<file path="src/hdl/lae_pkg.sv">
// ----------------------------------------------------------------------------
// lae_pkg
// Types, constants and register map shared by the lateral acceleration
// estimator modules.
// ----------------------------------------------------------------------------
package lae_pkg;

	localparam int unsigned WORD_BITS = 32;
	localparam int unsigned ALPHA_W = 17;
	localparam int unsigned MIN_RADIUS_W = 16;
	localparam int unsigned ALPHA_BITS = 16;
	localparam int unsigned QUEUE_DEPTH_DEF = 2;
	localparam int unsigned PADDR_W = 3;

	localparam logic [ALPHA_W-1:0] ALPHA_ONE = 17'd65536;
	localparam logic [ALPHA_W-1:0] ALPHA_RESET = 17'd6554;
	localparam logic [MIN_RADIUS_W-1:0] MIN_RADIUS_RESET = 16'd1;

	// Input opcodes.
	localparam logic OPC_VELOCITY = 1'b0;
	localparam logic OPC_RADIUS = 1'b1;

	// Register index, taken from paddr[2].
	typedef enum logic {
		REG_ALPHA = 1'b0,
		REG_MIN_RADIUS = 1'b1
	} reg_idx_t;

	typedef enum logic {
		KIND_VELOCITY = 1'b0,
		KIND_RADIUS = 1'b1
	} kind_t;

	typedef struct packed {
		logic opcode;
		logic signed [WORD_BITS-1:0] sample_value;
	} in_word_t;

	typedef struct packed {
		logic signed [WORD_BITS-1:0] lateral_accel;
		logic saturated;
	} out_word_t;

	// Classified command waiting in the queue.
	typedef struct packed {
		kind_t kind;
		logic signed [WORD_BITS-1:0] value;
	} cmd_t;

	typedef struct packed {
		logic [ALPHA_W-1:0] alpha;
		logic [MIN_RADIUS_W-1:0] min_radius;
	} cfg_t;

endpackage

</file>
<file path="src/hdl/lae_front.sv">
// ----------------------------------------------------------------------------
// lae_front
// Accepts input words, classifies them by opcode and holds them in a short
// queue until the back end takes them.
// ----------------------------------------------------------------------------
module lae_front #(
	parameter int unsigned QUEUE_DEPTH = lae_pkg::QUEUE_DEPTH_DEF
) (
	input  logic              clk,
	input  logic              arst_n,
	input  logic              in_valid,
	output logic              in_stall,
	input  lae_pkg::in_word_t in_data,
	output logic              cmd_valid,
	input  logic              cmd_pop,
	output lae_pkg::cmd_t     cmd
);

	localparam int unsigned PTR_W = (QUEUE_DEPTH > 1) ? $clog2(QUEUE_DEPTH) : 1;
	localparam int unsigned CNT_W = $clog2(QUEUE_DEPTH + 1);
	localparam logic [PTR_W-1:0] PTR_LAST = PTR_W'(QUEUE_DEPTH - 1);
	localparam logic [CNT_W-1:0] CNT_FULL = CNT_W'(QUEUE_DEPTH);

	lae_pkg::cmd_t entry_q [QUEUE_DEPTH];
	logic [PTR_W-1:0] wr_ptr_q;
	logic [PTR_W-1:0] rd_ptr_q;
	logic [CNT_W-1:0] count_q;
	logic push;
	logic pop;
	lae_pkg::cmd_t cmd_in;

	assign in_stall = (count_q == CNT_FULL);
	assign push = in_valid && !in_stall;
	assign pop = cmd_pop && cmd_valid;
	assign cmd_valid = (count_q != '0);
	assign cmd = entry_q[rd_ptr_q];

	always_comb begin
		cmd_in.kind = (in_data.opcode == lae_pkg::OPC_RADIUS) ?
			lae_pkg::KIND_RADIUS : lae_pkg::KIND_VELOCITY;
		cmd_in.value = in_data.sample_value;
	end

	always_ff @(posedge clk) begin
		if (push) begin
			entry_q[wr_ptr_q] <= cmd_in;
		end
	end

	always_ff @(posedge clk or negedge arst_n) begin
		if (!arst_n) begin
			wr_ptr_q <= '0;
			rd_ptr_q <= '0;
			count_q <= '0;
		end else begin
			if (push) begin
				wr_ptr_q <= (wr_ptr_q == PTR_LAST) ? '0 : wr_ptr_q + 1'b1;
			end
			if (pop) begin
				rd_ptr_q <= (rd_ptr_q == PTR_LAST) ? '0 : rd_ptr_q + 1'b1;
			end
			if (push && !pop) begin
				count_q <= count_q + 1'b1;
			end else if (pop && !push) begin
				count_q <= count_q - 1'b1;
			end
		end
	end

endmodule

</file>
<file path="src/hdl/lae_back.sv">
// ----------------------------------------------------------------------------
// lae_back
// Carries out one command at a time: velocity filter update or radius load,
// then squaring, a bit-serial division and saturation into the output
// register.
// ----------------------------------------------------------------------------
module lae_back (
	input  logic               clk,
	input  logic               arst_n,
	input  lae_pkg::cfg_t      cfg,
	input  logic               cmd_valid,
	output logic               cmd_pop,
	input  lae_pkg::cmd_t      cmd,
	output logic               out_valid,
	input  logic               out_stall,
	output lae_pkg::out_word_t out_data
);

	localparam int unsigned W = lae_pkg::WORD_BITS;
	localparam int unsigned QUO_W = W + 1;
	localparam int unsigned PROD_W = (W + 1) + (lae_pkg::ALPHA_W + 1);
	localparam int unsigned DIV_STEPS = QUO_W;
	localparam int unsigned CNT_W = $clog2(DIV_STEPS);
	localparam logic [CNT_W-1:0] CNT_LAST = CNT_W'(DIV_STEPS - 1);
	localparam logic [QUO_W-1:0] POS_LIMIT = {2'b00, {(W-1){1'b1}}};
	localparam logic [QUO_W-1:0] NEG_LIMIT = {2'b01, {(W-1){1'b0}}};
	localparam logic [W-1:0] S_MAX = {1'b0, {(W-1){1'b1}}};
	localparam logic [W-1:0] S_MIN = {1'b1, {(W-1){1'b0}}};

	typedef enum logic [5:0] {
		ST_IDLE   = 6'b000001,
		ST_FILT   = 6'b000010,
		ST_SQUARE = 6'b000100,
		ST_DIVSET = 6'b001000,
		ST_DIV    = 6'b010000,
		ST_OUT    = 6'b100000
	} state_t;

	state_t state_q;
	logic signed [W-1:0] vel_q;
	logic first_q;
	logic signed [W-1:0] rad_q;
	logic signed [PROD_W-1:0] prod_q;
	logic [2*W-1:0] sq_q;
	logic [W-1:0] rem_q;
	logic [QUO_W-1:0] quo_q;
	logic [CNT_W-1:0] cnt_q;
	logic ovf_q;
	logic out_valid_q;
	lae_pkg::out_word_t out_q;

	logic [lae_pkg::ALPHA_W-1:0] alpha_sat;
	logic signed [W:0] diff;
	logic signed [PROD_W-1:0] step_w;
	logic [W-1:0] vmag;
	logic [W-1:0] rmag;
	logic no_result;
	logic [W-2:0] sq_hi;
	logic [W:0] trial;
	logic trial_ge;
	logic out_free;
	lae_pkg::out_word_t res;

	assign alpha_sat = (cfg.alpha > lae_pkg::ALPHA_ONE) ? lae_pkg::ALPHA_ONE : cfg.alpha;
	assign diff = {cmd.value[W-1], cmd.value} - {vel_q[W-1], vel_q};
	// Arithmetic shift of the signed product rounds toward minus infinity.
	assign step_w = prod_q >>> lae_pkg::ALPHA_BITS;
	assign vmag = vel_q[W-1] ? W'(-vel_q) : vel_q;
	assign rmag = rad_q[W-1] ? W'(-rad_q) : rad_q;
	assign no_result = (rmag == '0) || (rmag < W'(cfg.min_radius));
	assign sq_hi = sq_q[2*W-1:QUO_W];
	assign trial = {rem_q, quo_q[QUO_W-1]};
	assign trial_ge = (trial >= {1'b0, rmag});
	assign out_free = !out_valid_q || !out_stall;
	assign cmd_pop = (state_q == ST_IDLE) && cmd_valid;
	assign out_valid = out_valid_q;
	assign out_data = out_q;

	always_comb begin
		res.saturated = 1'b0;
		res.lateral_accel = '0;
		if (!rad_q[W-1]) begin
			if (ovf_q || (quo_q > POS_LIMIT)) begin
				res.saturated = 1'b1;
				res.lateral_accel = S_MAX;
			end else begin
				res.lateral_accel = quo_q[W-1:0];
			end
		end else begin
			if (ovf_q || (quo_q > NEG_LIMIT)) begin
				res.saturated = 1'b1;
				res.lateral_accel = S_MIN;
			end else begin
				res.lateral_accel = W'(-quo_q[W-1:0]);
			end
		end
	end

	always_ff @(posedge clk) begin
		unique case (state_q)
			ST_IDLE: begin
				prod_q <= diff * $signed({1'b0, alpha_sat});
			end
			ST_SQUARE: begin
				sq_q <= (2*W)'(vmag) * (2*W)'(vmag);
			end
			ST_DIVSET: begin
				rem_q <= {1'b0, sq_hi};
				quo_q <= sq_q[QUO_W-1:0];
			end
			ST_DIV: begin
				rem_q <= trial_ge ? W'(trial - {1'b0, rmag}) : trial[W-1:0];
				quo_q <= {quo_q[QUO_W-2:0], trial_ge};
			end
			ST_FILT, ST_OUT: begin
			end
			default: begin
			end
		endcase
		if ((state_q == ST_OUT) && out_free) begin
			out_q <= res;
		end
	end

	always_ff @(posedge clk or negedge arst_n) begin
		if (!arst_n) begin
			state_q <= ST_IDLE;
			vel_q <= '0;
			first_q <= 1'b1;
			rad_q <= '0;
			cnt_q <= '0;
			ovf_q <= 1'b0;
			out_valid_q <= 1'b0;
		end else begin
			if (out_valid_q && !out_stall) begin
				out_valid_q <= 1'b0;
			end
			unique case (state_q)
				ST_IDLE: begin
					if (cmd_valid) begin
						if (cmd.kind == lae_pkg::KIND_RADIUS) begin
							rad_q <= cmd.value;
							state_q <= ST_SQUARE;
						end else if (first_q) begin
							// The first velocity word seeds the filter.
							vel_q <= cmd.value;
							first_q <= 1'b0;
							state_q <= ST_SQUARE;
						end else begin
							state_q <= ST_FILT;
						end
					end
				end
				ST_FILT: begin
					vel_q <= vel_q + step_w[W-1:0];
					state_q <= ST_SQUARE;
				end
				ST_SQUARE: begin
					state_q <= no_result ? ST_IDLE : ST_DIVSET;
				end
				ST_DIVSET: begin
					cnt_q <= '0;
					// A high part not below the divisor means the quotient
					// is far beyond the 32-bit range.
					if ({1'b0, sq_hi} >= rmag) begin
						ovf_q <= 1'b1;
						state_q <= ST_OUT;
					end else begin
						ovf_q <= 1'b0;
						state_q <= ST_DIV;
					end
				end
				ST_DIV: begin
					cnt_q <= cnt_q + 1'b1;
					if (cnt_q == CNT_LAST) begin
						state_q <= ST_OUT;
					end
				end
				ST_OUT: begin
					if (out_free) begin
						out_valid_q <= 1'b1;
						state_q <= ST_IDLE;
					end
				end
				default: begin
					state_q <= ST_IDLE;
				end
			endcase
		end
	end

endmodule

</file>
<file path="src/hdl/lateral_accel_estimator.sv">
// ----------------------------------------------------------------------------
// lateral_accel_estimator
// Filters velocity words, keeps the turning radius and outputs v*v/r in
// Q16.16 with saturation.
// ----------------------------------------------------------------------------
// Each input word is a velocity or a radius; after either, one result word
// v*v/r follows unless the radius magnitude is zero or below min_radius.
// The front queue takes new words while the back end works. The back end
// handles one word at a time: filter update or radius load, squaring,
// the 33-step bit-serial divider and the output register. It skips the
// divider when no result is due or when the quotient overflows early.
// A result waiting in the output register does not hold the front end.
module lateral_accel_estimator #(
	parameter int unsigned QUEUE_DEPTH = lae_pkg::QUEUE_DEPTH_DEF
) (
	input  logic                        clk,
	input  logic                        arst_n,
	input  logic                        psel,
	input  logic                        penable,
	input  logic                        pwrite,
	input  logic [lae_pkg::PADDR_W-1:0] paddr,
	input  logic [31:0]                 pwdata,
	output logic [31:0]                 prdata,
	output logic                        pready,
	input  logic                        in_valid,
	output logic                        in_stall,
	input  lae_pkg::in_word_t           in_data,
	output logic                        out_valid,
	input  logic                        out_stall,
	output lae_pkg::out_word_t          out_data
);

	lae_pkg::cfg_t cfg_q;
	lae_pkg::reg_idx_t reg_idx;
	logic wr_en;
	logic cmd_valid;
	logic cmd_pop;
	lae_pkg::cmd_t cmd;

	assign pready = 1'b1;
	assign wr_en = psel && penable && pwrite && pready;
	assign reg_idx = lae_pkg::reg_idx_t'(paddr[2]);

	always_comb begin
		unique case (reg_idx)
			lae_pkg::REG_ALPHA: prdata = 32'(cfg_q.alpha);
			lae_pkg::REG_MIN_RADIUS: prdata = 32'(cfg_q.min_radius);
			default: prdata = '0;
		endcase
	end

	always_ff @(posedge clk or negedge arst_n) begin
		if (!arst_n) begin
			cfg_q.alpha <= lae_pkg::ALPHA_RESET;
			cfg_q.min_radius <= lae_pkg::MIN_RADIUS_RESET;
		end else if (wr_en) begin
			unique case (reg_idx)
				lae_pkg::REG_ALPHA: cfg_q.alpha <= pwdata[lae_pkg::ALPHA_W-1:0];
				lae_pkg::REG_MIN_RADIUS: cfg_q.min_radius <= pwdata[lae_pkg::MIN_RADIUS_W-1:0];
				default: begin
				end
			endcase
		end
	end

	lae_front #(
		.QUEUE_DEPTH(QUEUE_DEPTH)
	) u_front (
		.clk      (clk),
		.arst_n   (arst_n),
		.in_valid (in_valid),
		.in_stall (in_stall),
		.in_data  (in_data),
		.cmd_valid(cmd_valid),
		.cmd_pop  (cmd_pop),
		.cmd      (cmd)
	);

	lae_back u_back (
		.clk      (clk),
		.arst_n   (arst_n),
		.cfg      (cfg_q),
		.cmd_valid(cmd_valid),
		.cmd_pop  (cmd_pop),
		.cmd      (cmd),
		.out_valid(out_valid),
		.out_stall(out_stall),
		.out_data (out_data)
	);

endmodule

</file>
<file path="config.mk">
export PLATFORM = sky130hd
export DESIGN_NAME = lateral_accel_estimator
export DESIGN_NICKNAME = d
export VERILOG_FILES = /design/src/hdl/lae_pkg.sv /design/src/hdl/lae_front.sv /design/src/hdl/lae_back.sv /design/src/hdl/lateral_accel_estimator.sv
export SDC_FILE = /design/constraint.sdc
export NUM_CORES = 2
export LEC_CHECK = 0
export BUFFER_PORTS_ARGS = -buffer_cell sky130_fd_sc_hd__buf_2
export CORE_UTILIZATION = 54
export DETAILED_ROUTE_END_ITERATION = 6
export PLACE_DENSITY = 0.77
export REMOVE_ABC_BUFFERS = 1
export SLEW_MARGIN = 15
export SYNTH_ARGS = -nofsm -noshare
export SYNTH_HDL_FRONTEND = slang
export SYNTH_SLANG_ARGS = --single-unit
</file>
<file path="constraint.sdc">
create_clock -name clk -period 27.4 [get_ports clk]
set_input_delay 6.85 -clock clk [delete_from_list [all_inputs] [get_ports clk]]
set_output_delay 6.85 -clock clk [all_outputs]
set_load 0.005 [all_outputs]
</file>
==> results.sh <==
export IMPL_outcome="completed"
export IMPL_arrival_ps=7730
export IMPL_row_count=130
export IMPL_viasPerCell=5.76
export IMPL_ant_nets=0
export IMPL_synth_area_leaders="fa_1, edfxtp_1, ha_1"
export IMPL_r2r_end="u_back.sq_q[63]"
export IMPL_grt_ovfl_total=0
export IMPL_ys_seq_elements=375
export IMPL_layout_common_cells="inv_1, fa_1, nand2_1, ha_1, nor2_1"
export IMPL_cts_sink_count=375
export IMPL_slew_violations=0
export IMPL_synthDistinctLibCells=87
export IMPL_critPathLaunchType="input port"
export IMPL_synth_top_family_by_area="adder cells"
export IMPL_slew_headroom=0.238
export IMPL_max_freq_mhz=68.6
export IMPL_path_cells="buf_2 > mux2_2 > buf_2"
export IMPL_synth_xor_area_frac=0.0343
export IMPL_yosys_area_share_adder=0.477
export IMPL_async_flop_share=0.309
export IMPL_final_cells=9141
export IMPL_core_um2=126000
export IMPL_globalplace_congestion=0.961
export IMPL_drt_iter0_markers=4918
export IMPL_synth_area_mux_share=0.0169
export IMPL_worst_pin_slew_ps=1140
export IMPL_drv_cap=0
export IMPL_rsz0062_at_grt="no"
export IMPL_die_area_um2=130000
export IMPL_clock_latency_ps=580
export IMPL_die_x_um=360
export IMPL_post_place_ws_ps=12830
export IMPL_setup_viol=0
export IMPL_cp_slowest_stage_delay_ps=400
export IMPL_r2r_cells=34
export IMPL_hold_buffers=0
export IMPL_synth_edf_count=259
export IMPL_worst_clock_skew_ps=21.7
export IMPL_post_cts_resized=0
export IMPL_route_detailed_drc=0
export IMPL_grt_pass1_wl_mm=301
export IMPL_cts_buffers=42
export IMPL_grt_usage=0.297
export IMPL_nNetsFinal=9382
export IMPL_holdCritPathClass="register to register"
export IMPL_dp_hpwl_mm=148
export IMPL_synth_compound_area_frac=0.0845
export IMPL_synthCells=7440
export IMPL_critPathSlowestCell="mux2_2"
export IMPL_start_util=0.547
export IMPL_critPathMostFrequentCell="buf_2"
export IMPL_min_period_ps=14580
export IMPL_crit_required_ps=20550
export IMPL_crit_fanout=19
export IMPL_wirelength_mm=189
export IMPL_cts_max_level=2
export IMPL_grt_pass1_vias=55633
export IMPL_final_common_cell="inv_1"
export IMPL_antenna_found_initial=9
export IMPL_dieHeight_um=360
export IMPL_fin_setup_tns_ps=0
export IMPL_path_class="input port to output port"
export IMPL_cts_tree="built"
export IMPL_synth_area_um2=69200
export IMPL_synth_top_area_cell="fa_1"
export IMPL_avgSynthCellArea_um2=9.30
export IMPL_critPathCaptureType="output port"
export IMPL_vias=52616
export IMPL_io_pins=143
export IMPL_grt_max_degree=94
export IMPL_cts_reportedPaths_clkPinSlew_ps=60
export IMPL_r2r_setup_slack_ps=15060
export IMPL_root_buffer="clkbuf_16"
export IMPL_worstSetupEndpoint="prdata[12]"
export IMPL_detail_route_first_pass_iterations=5
export IMPL_r2r_start="u_back.vel_q[0]"
export IMPL_portBuffers=109
export IMPL_final_layout_size_suffix_gt1_frac=0.0596
export IMPL_areaGrowthSynthToFinish_pct=6.10
export IMPL_worst_slack_ps=12820
export IMPL_synth_top_area_frac=0.380
export IMPL_synth_flop_cell="edfxtp_1"
export IMPL_hold_violations=0
export IMPL_ys_seq_area_frac=0.155
export IMPL_postCtsSetupBuffers=0
export IMPL_timing_final_crit_share=0.532
export IMPL_synthSimpleGateAreaFrac=0.122
export IMPL_post_drt_wl_per_cell_um=20.7
export IMPL_critPathLaunch="paddr[2]"
export IMPL_yosysWarnings=0
export IMPL_dp_cells=9060
export IMPL_cts_max_path_buffers=3
cells by family after synthesis:
group / after synthesis
adder cells (fa/ha/maj): 1853
buffers and inverters: 2007
flip-flops: 375
AO/OA/AOI/OAI: 919
XOR/XNOR: 270
AND/OR/NAND/NOR: 1904
other: 2
multiplexers: 110
sequential cells by signal (all words and copies together) (netlist names):
| name | count |
|---|---|
| u_back.rem_q | 32 |
| u_back.state_q | 6 |
| u_back.quo_q | 33 |
| u_front.wr_ptr_q | 1 |
| u_back.cnt_q | 6 |
| u_back.out_data | 33 |
| u_back.first_q | 1 |
| u_front.count_q | 2 |
| u_front.entry_q | 66 |
| u_front.rd_ptr_q | 1 |
| u_back.rad_q | 32 |
| u_back.prod_q | 32 |
| u_back.out_valid | 1 |
| u_back.sq_q | 63 |
| u_back.ovf_q | 1 |
| cfg_q | 33 |
| u_back.vel_q | 32 |
cell type report:
class                   count  area [um^2]
inverters                1712         6430
clock inverters            25          294
clock buffers              53         1150
flip-flops and latches    375        10700
repair buffers            225         1420
well taps                1650         2060
multi-input cells        5098        51300
diodes                      3         7.51
fillers                 10576        53000
worst min path at each step:
stage,from,endpoint,slack (ps),depth (start not counted)
finish,u_back.cnt_q[5],u_back.cnt_q[5],510,1
global placement,u_back.cnt_q[5],u_back.cnt_q[5],470,1
detailed placement,u_back.cnt_q[5],u_back.cnt_q[5],490,1
floorplan,u_back.cnt_q[5],u_back.cnt_q[5],450,1
global route,u_back.cnt_q[5],u_back.cnt_q[5],520,1
CTS,u_back.cnt_q[5],u_back.cnt_q[5],500,1
worst max-delay path, delay by kind of cell:
family | cells | cell delay [ps]
buf+inv | 2 | 480
mux | 1 | 400
cell usage after synthesis, drive strengths merged (11+ instances only):
cell type,instances
o211ai,37
inv,1702
buf,36
o21a,33
dfrtp,106
nand2,873
nand3b,11
nor3,75
a311oi,11
a21boi,15
clkbuf,259
nor2,506
nor3b,13
a21o,148
or4,12
or3,22
a211oi,28
xor2,92
fa,1312
nand2b,41
nor4,23
nand4,44
and2,89
mux2,53
and3,35
a31o,11
a21oi,244
ha,541
nor2b,45
or2,19
a31oi,30
nand3,70
xnor2,178
mux2i,57
o21ai,226
o21bai,16
edfxtp,259
o31ai,30
stage by stage:
stage,util,hold slack [ps],cell area (um^2)
after floorplan,-,454,68200
after global routing,0.581,520,73400
final,0.581,508,73400
after detailed placement,0.569,489,71900
after CTS,0.581,497,73400
after global placement,0.569,474,71900
per-layer routing:
| metal | global-route usage | wire [um] | part of all wire | up-vias |
|---|---|---|---|---|
| li1 | - | - | - | 23056 |
| met1 | 0.380 | 71600 | 0.38 | 26351 |
| met2 | 0.490 | 88800 | 0.47 | 2552 |
| met3 | 0.0605 | 18800 | 0.099 | 645 |
| met4 | 0.129 | 9920 | 0.052 | 12 |
| met5 | 0 | 88 | 0.00047 | - |
Power is left out: the tool's default activity adds up to more than one toggle a clock period on the data nets, which glitch-free logic cannot reach.
